`src/wep_pkg.sv`:
```
// Shared types and constants for the wall edge perspective projection unit.
// No dependencies; imported by every module of the block.
`default_nettype none
package wep_pkg;

	localparam int SCREEN_WIDTH_DEF  = 320;
	localparam int SCREEN_HEIGHT_DEF = 200;

	localparam int CFG_IDX_W  = 4;
	localparam int CFG_DATA_W = 32;
	localparam logic [CFG_IDX_W-1:0] REG_CAMERA_X = CFG_IDX_W'(0);
	localparam logic [CFG_IDX_W-1:0] REG_CAMERA_Y = CFG_IDX_W'(1);
	localparam logic [CFG_IDX_W-1:0] REG_COS      = CFG_IDX_W'(2);
	localparam logic [CFG_IDX_W-1:0] REG_SIN      = CFG_IDX_W'(3);

	localparam int WORLD_W = 32;
	localparam int ANG_W   = 16;
	localparam int ANG_FRAC = 14;
	localparam int Q_FRAC  = 16;
	localparam int SCR_W   = 16;
	localparam int DEPTH_SCALE = 60;

	localparam int PW   = WORLD_W + 1;        // camera-relative vertex
	localparam int CW   = 2 * PW + 1;         // cull cross product
	localparam int RW   = PW + ANG_W;         // rotation product
	localparam int SW   = RW + 1;             // rotation sum
	localparam int XW   = SW - ANG_FRAC;      // camera-space coordinate
	localparam int EW   = XW + 1;             // edge delta
	localparam int MW   = 2 * XW;             // vertex product
	localparam int ABW  = MW + 1;             // vertex cross
	localparam int DETW = 60;                 // determinant
	localparam int NUMW = 96;                 // intersection numerator and result
	localparam int PRW  = 116;                // projection operands
	localparam int KW   = 25;                 // side line constants

	localparam int QDEPTH = 4;

	// side lines (-e,e)-(-20,5) and (e,e)-(20,5) in Q16.16, with e = 7 LSBs
	localparam logic signed [KW-1:0] FX_L  = KW'(1310713);
	localparam logic signed [KW-1:0] FZ_L  = -KW'(327673);
	localparam logic signed [KW-1:0] PCD_L = KW'(6881280);
	localparam logic signed [KW-1:0] FX_R  = -KW'(1310713);
	localparam logic signed [KW-1:0] FZ_R  = -KW'(327673);
	localparam logic signed [KW-1:0] PCD_R = -KW'(6881280);

	typedef struct packed {
		logic                   kill;
		logic                   last;
		logic signed [PW-1:0]   h;
		logic signed [XW-1:0]   x1;
		logic signed [XW-1:0]   z1;
		logic signed [XW-1:0]   x2;
		logic signed [XW-1:0]   z2;
	} wep_item_t;

endpackage
`default_nettype wire

```
`src/wep_fifo.sv`:
```
// Short queue of classified edges between the front and back parts.
// Depends on wep_pkg for the item type.
`default_nettype none
module wep_fifo import wep_pkg::*; #(
	parameter int DEPTH = QDEPTH
) (
	input  logic      clk,
	input  logic      arst_n,
	input  logic      push,
	input  wep_item_t push_item,
	input  logic      pop,
	output wep_item_t pop_item,
	output logic      full,
	output logic      empty
);
	localparam int AW = (DEPTH > 1) ? $clog2(DEPTH) : 1;
	localparam int CNTW = $clog2(DEPTH + 1);

	wep_item_t       mem_q [DEPTH];
	logic [AW-1:0]   wr_ptr_q, rd_ptr_q;
	logic [CNTW-1:0] cnt_q;

	assign full     = (cnt_q == CNTW'(DEPTH));
	assign empty    = (cnt_q == '0);
	assign pop_item = mem_q[rd_ptr_q];

	always_ff @(posedge clk) begin
		if (push) begin
			mem_q[wr_ptr_q] <= push_item;
		end
	end

	always_ff @(posedge clk or negedge arst_n) begin
		if (!arst_n) begin
			wr_ptr_q <= '0;
			rd_ptr_q <= '0;
			cnt_q    <= '0;
		end else begin
			if (push) begin
				wr_ptr_q <= (wr_ptr_q == AW'(DEPTH - 1)) ? '0 : wr_ptr_q + 1'b1;
			end
			if (pop) begin
				rd_ptr_q <= (rd_ptr_q == AW'(DEPTH - 1)) ? '0 : rd_ptr_q + 1'b1;
			end
			if (push && !pop) begin
				cnt_q <= cnt_q + 1'b1;
			end else if (pop && !push) begin
				cnt_q <= cnt_q - 1'b1;
			end
		end
	end
endmodule
`default_nettype wire

```
`config.mk`:
```
export PLATFORM = sky130hd
export DESIGN_NAME = wep_fifo
export DESIGN_NICKNAME = d
export VERILOG_FILES = /design/src/wep_pkg.sv /design/src/wep_fifo.sv
export SDC_FILE = /design/constraint.sdc
export NUM_CORES = 1
export LEC_CHECK = 0
export ABC_CLOCK_PERIOD_IN_PS = 5100
export BUFFER_PORTS_ARGS = -buffer_cell sky130_fd_sc_hd__buf_2
export CORE_MARGIN = 3
export CORE_UTILIZATION = 51
export DETAILED_ROUTE_END_ITERATION = 7
export GPL_TIMING_DRIVEN = 0
export PLACE_DENSITY = 0.75
export RECOVER_POWER = 50
export SYNTH_ARGS = -nofsm -noshare
export SYNTH_HDL_FRONTEND = slang
export SYNTH_SLANG_ARGS = --single-unit
export TNS_END_PERCENT = 10
```
`constraint.sdc`:
```
create_clock -name clk -period 5.1 [get_ports clk]
set_input_delay 0.51 -clock clk [delete_from_list [all_inputs] [get_ports clk]]
set_output_delay 0.51 -clock clk [all_outputs]
set_load 0.02 [all_outputs]
```
Yosys cells after proc, flatten, opt, wreduce, memory -nomap -nowiden. Memory sizes are Yosys's and may differ from the RTL's. Cells that the tools add are included.

Add/sub/neg operators: 4. Equal/unequal tests: 3. Muxes and demuxes: 6. Reduce and logical (&&, ||, !) cells: 6.

Operator list (number): $mux 3 (2); $add 2x1->2 const B (2); $eq 2x2->1 const B (2); $mux 2 (2); $add 3x1->3 const B (1); $eq 3x3->1 const B (1); $logic_not 3->1 (1); $sub 3x1->3 const B (1); $logic_and 1x1->1 (2); $logic_not 1->1 (2); $mux 1 (2); $reduce_bool 2->1 (1).

Register bits after elaboration: 7. Memory bits (writable): 716. Logic and storage cells: 23. Memories kept: 1.

Memories: mem_q (depth 4, bits a word 179, rd ports 1, clocked after Yosys merged registers in 0, wr ports 1, RTL line wep_fifo.sv:19) `wep_item_t mem_q [DEPTH];`.

Longest topological paths before layout.
Depth in word-level cells: 4. Mapped depth: 7. Gate-level depth less buffers: 7.

Worst setup path after synthesis. Ideal clock, no wire load.

Path type: register to register. Start: reg wr_ptr_q[0]. End: mem mem_q[2][0] (netlist name), enable pin. Setup time: 560 ps. Data arrival time: 4703 ps. Setup slack: -163 ps. Stages on the path, launching flop included: 4. Clock period less this slack: 5263 ps. Cells stage by stage: dfrtp_1 -> inv_1 -> ha_1 -> and2_1.

RTL lines: from (decl) (RTL line wep_fifo.sv:20) `logic [AW-1:0] wr_ptr_q, rd_ptr_q;`; from (signal assigned) (RTL line wep_fifo.sv:40) `wr_ptr_q <= (wr_ptr_q == AW'(DEPTH - 1)) ? '0 : wr_ptr_q + 1'b1;`; to (decl) (RTL line wep_fifo.sv:19).

No word-level cell before the write port.

Worst setup path in the final report.
Start: reg wr_ptr_q[1]. End: mem mem_q[1][78] (netlist name), enable pin.

No word-level cell before the write port.

==> implementation parameters <==
Parameter                              Value

Hold path
  Classification of the worst-slack hold path ... primary input to flop

Global route
  Number of global-route vias before repair ... 12900
  Antenna violations before repair ... 10
  Global-route wire length before repair ... 79.8 mm
  Pin count of the biggest net entering global routing ... 58
  Total Routing Usage GR ... 0.201
  Global route overflow ... 0

Yosys
  Basic-gate share of the synthesized area counting and, or, nand and nor cells ... 0.00215
  Gate count after technology mapping ... 972
  Share of the yosys chip area belonging to registers ... 0.827
  Ys async rst share ... 0.00968
  Area fraction in compound gates after synthesis ... 0.000382
  Yosys warning total ... 0
  Adder and majority gate portion of the synthesized area ... 0.00363
  Share of the synthesized netlist area taken by xor and xnor gates ... 0.00100
  Flops & latches, synth ... 723
  Main combinational cell family by area after synthesis ... multiplexers
  Area of the mapped netlist ... 0.0262 mm2
  Net Count, Synth ... 1162
  Count of flip-flops with a built-in enable after synthesis ... 716
  Multiplexer fraction of the synthesized cell area ... 0.155
  Average cell area after synthesis ... 27.0 um2
  Most frequently used flop master after synthesis ... sky130_fd_sc_hd__edfxtp_1
  Unique masters post-synth ... 19

Timing
  Final setup viols ... 0
  Relative slew margins ... -1.11
  Setup repair after global routing missed its margin ... false
  Final count of pins violating max slew ... 127
  Transition time at the pin with the least slew margin ... 3.16 ns
  Worst hold-check slack ... 0.170 ns
  Maximum operating frequency ... 269 MHz
  Max Clock Skew ... 0.0106 ns
  Final period demand of the worst path ... 3.72 ns
  Final worst path period share ... 0.729
  Final Hold Violating Endpoints ... 0

Setup path
  Delay of the slowest cell on the worst path ... 2.21 ns
  CP arrival ... 3.97 ns
  Peak fanout along the critical path ... 54
  Setup crit start kind ... flop
  Type of the worst setup path ... flop to flop
  Critical Path RT ... 5.36 ns
  Kind of capture point of the worst setup path ... flop
  Slowest cell on the critical path ... sky130_fd_sc_hd__clkbuf_1
  Series of cell instances along the critical path ... inv_1, ha_1, and2_4, clkbuf_1, buf_16
  Worst reg2reg setup slack ... 1.38 ns

Drt
  Number of remaining DRC errors ... 0
  Final wirelength ... 53.3 mm
  Drt pass-1 iters ... 4
  Routed vias ... 12000
  Routed length per placed instance ... 24.7 um
  Detail Route Antenna Nets ... 0
  Initial detailed-routing violation count ... 677
  Via density per instance ... 5.53

Floorplan
  Floorplan die height ... 233 um
  Core Region ... 0.0505 mm2
  Count of standard-cell rows ... 82
  Initial core utilization ... 0.519
  I/O pin total ... 364
  Die width ... 233 um
  DIE AREA ... 0.0541 mm2

Clock tree
  Clock Root Buffer ... sky130_fd_sc_hd__clkbuf_16
  TritonCTS clock tree ... built
  CTS clock-pin slew for the worst setup and hold paths ... 0.06 ns
  Maximum root-to-sink buffer count ... 3
  # H-tree levels ... 3
  Buffers inserted by post-CTS timing repair ... 0
  TritonCTS buffer count ... 73
  Clock Sinks ... 723
  Clock Latency Late Sink ... 0.59 ns

Pwr
  Leakage dissipation ... 0.0102 uW
  IR drop worst, VDD ... 0.411 mV
  Power per unit of standard cell area ... 599 mW/mm2

Job
  Max-capacitance violation count ... 3

Place
  PortBufs ... 363
  Cell area after placement ... 0.0292 mm2
  Detailed placer's ending HPWL ... 33.9 mm
  Global placer's final weighted congestion ... 0.732

Cells and area
  Layout-stage area growth over the synthesis result ... 19.2%
  # fillers ... 3516
  Total Nets Final ... 1615
  Share of cells above drive strength 1 ... 0.347
  Final standard cell area without fillers ... 0.0312 mm2

Status
  Failing checks ... max-capacitance violations, max-slew violations
  Status ... finished with violations
power breakdown:
group | total, uW | switching (uW) | internal, uW
logic | 5950 | 3600 | 2350
clock network | 4940 | 2110 | 2830
registers | 7830 | 211 | 7620
total | 18700 | 5920 | 12800
worst max-delay path, delay by kind of cell (launching register included):
family | cells | cell delay, ns
adders and majority gates | 1 | 0.15
buffers and inverters | 3 | 2.64
DFF | 1 | 0.40
and+or+nand+nor | 1 | 0.14
path summary, 6_finish.rpt:
check / to / from / cells after the start
worst max-delay path: mem_q[1][78] / wr_ptr_q[1] / 5
worst min-delay path: mem_q[3][157] / push_item[157] / 1
worst max register to register: mem_q[1][78] / wr_ptr_q[1] / 5
worst min register to register: cnt_q[2] / cnt_q[2] / 1
max in group asynchronous: rd_ptr_q[0] / arst_n / 2
min in group asynchronous: cnt_q[0] / arst_n / 2
logic make-up after synthesis:
| logic type | after synthesis |
|---|---|
| and+or+nand+nor | 11 |
| AOI/OAI and AO/OA | 2 |
| DFF | 723 |
| adders and majority gates | 7 |
| xor gates and xnor gates | 3 |
| muxes | 182 |
| buffers and inverters | 44 |
final cells by class:
cell class	count	area [um2]	area share
Buffer	40	251	0.00805
Inverter	4	15.0	0.000481
Sequential cell	723	21700	0.694
Tap cell	672	841	0.0269
Multi-Input combinational cell	205	4260	0.136
Timing Repair Buffer	378	1920	0.0616
Clock buffer	87	1900	0.0609
Clock inverter	43	333	0.0107
Antenna cell	11	27.5	0.000881
state kept, by name, indices dropped and copies added, names as in the netlist:
register  flops
rd_ptr_q      2
wr_ptr_q      2
cnt_q         3
mem_q       716
stage by stage:
stage / instances / setup slack (ns) / util / setup TNS [ns] / total power (uW)
2_1_floorplan: 972 / -0.158 / - / -68.71 / 12000
3_3_place_gp: 2007 / -3.74 / 0.572 / -1989.60 / 14100
3_5_place_dp: 2021 / 2.54 / 0.579 / 0 / 14000
4_1_cts: 2152 / 1.86 / 0.624 / 0 / 19000
5_1_grt: 2158 / 1.04 / 0.618 / 0 / 19500
6_report: 2163 / 1.38 / 0.619 / 0 / 18700
timing repair:
item                                   in CTS  in global routing
hold buffers                                1                  0
endpoints found under the hold margin       7                  0
gates resized for setup                     0                  0
layer usage:
layer	routed length (um)	track usage
met1	20100	0.257
met4	2030	0.0872
met3	3580	0.0523
met5	28	0
met2	27600	0.328
placed cells by master, fill, tap and decap left out, types with 2 or more instances in the layout:
master	count
sky130_fd_sc_hd__buf_1	3
sky130_fd_sc_hd__clkinv_4	2
sky130_fd_sc_hd__inv_1	4
sky130_fd_sc_hd__edfxtp_1	716
sky130_fd_sc_hd__nor2_1	3
sky130_fd_sc_hd__dfrtp_1	7
sky130_fd_sc_hd__mux4_2	179
sky130_fd_sc_hd__xor2_1	2
sky130_fd_sc_hd__clkinv_1	14
sky130_fd_sc_hd__inv_6	3
sky130_fd_sc_hd__clkinv_2	15
sky130_fd_sc_hd__buf_16	10
sky130_fd_sc_hd__mux2_2	3
sky130_fd_sc_hd__buf_12	2
sky130_fd_sc_hd__bufinv_16	3
sky130_fd_sc_hd__clkinv_8	3
sky130_fd_sc_hd__clkinvlp_4	3
sky130_fd_sc_hd__o21ai_0	2
sky130_fd_sc_hd__buf_2	204
sky130_fd_sc_hd__buf_6	10
sky130_fd_sc_hd__clkbuf_16	74
sky130_fd_sc_hd__ha_1	6
sky130_fd_sc_hd__clkbuf_1	201
sky130_fd_sc_hd__nand2_1	2
sky130_fd_sc_hd__diode_2	11
sky130_fd_sc_hd__and2_4	3
cells in the mapped netlist, types with 2 or more instances:
master | instances | area [um2]
sky130_fd_sc_hd__edfxtp_1 | 716 | 21500
sky130_fd_sc_hd__mux4_2 | 179 | 4030
sky130_fd_sc_hd__buf_2 | 21 | 105
sky130_fd_sc_hd__buf_6 | 11 | 124
sky130_fd_sc_hd__dfrtp_1 | 7 | 175
sky130_fd_sc_hd__ha_1 | 6 | 75.1
sky130_fd_sc_hd__clkbuf_1 | 5 | 18.8
sky130_fd_sc_hd__and2_1 | 4 | 25.0
sky130_fd_sc_hd__inv_1 | 4 | 15.0
sky130_fd_sc_hd__buf_1 | 3 | 11.3
sky130_fd_sc_hd__mux2_2 | 3 | 33.8
sky130_fd_sc_hd__nor2_1 | 3 | 11.3
sky130_fd_sc_hd__nand2_1 | 2 | 7.51
sky130_fd_sc_hd__o21ai_0 | 2 | 10.0
sky130_fd_sc_hd__xor2_1 | 2 | 17.5
Power figures use the tool's default switching activity.
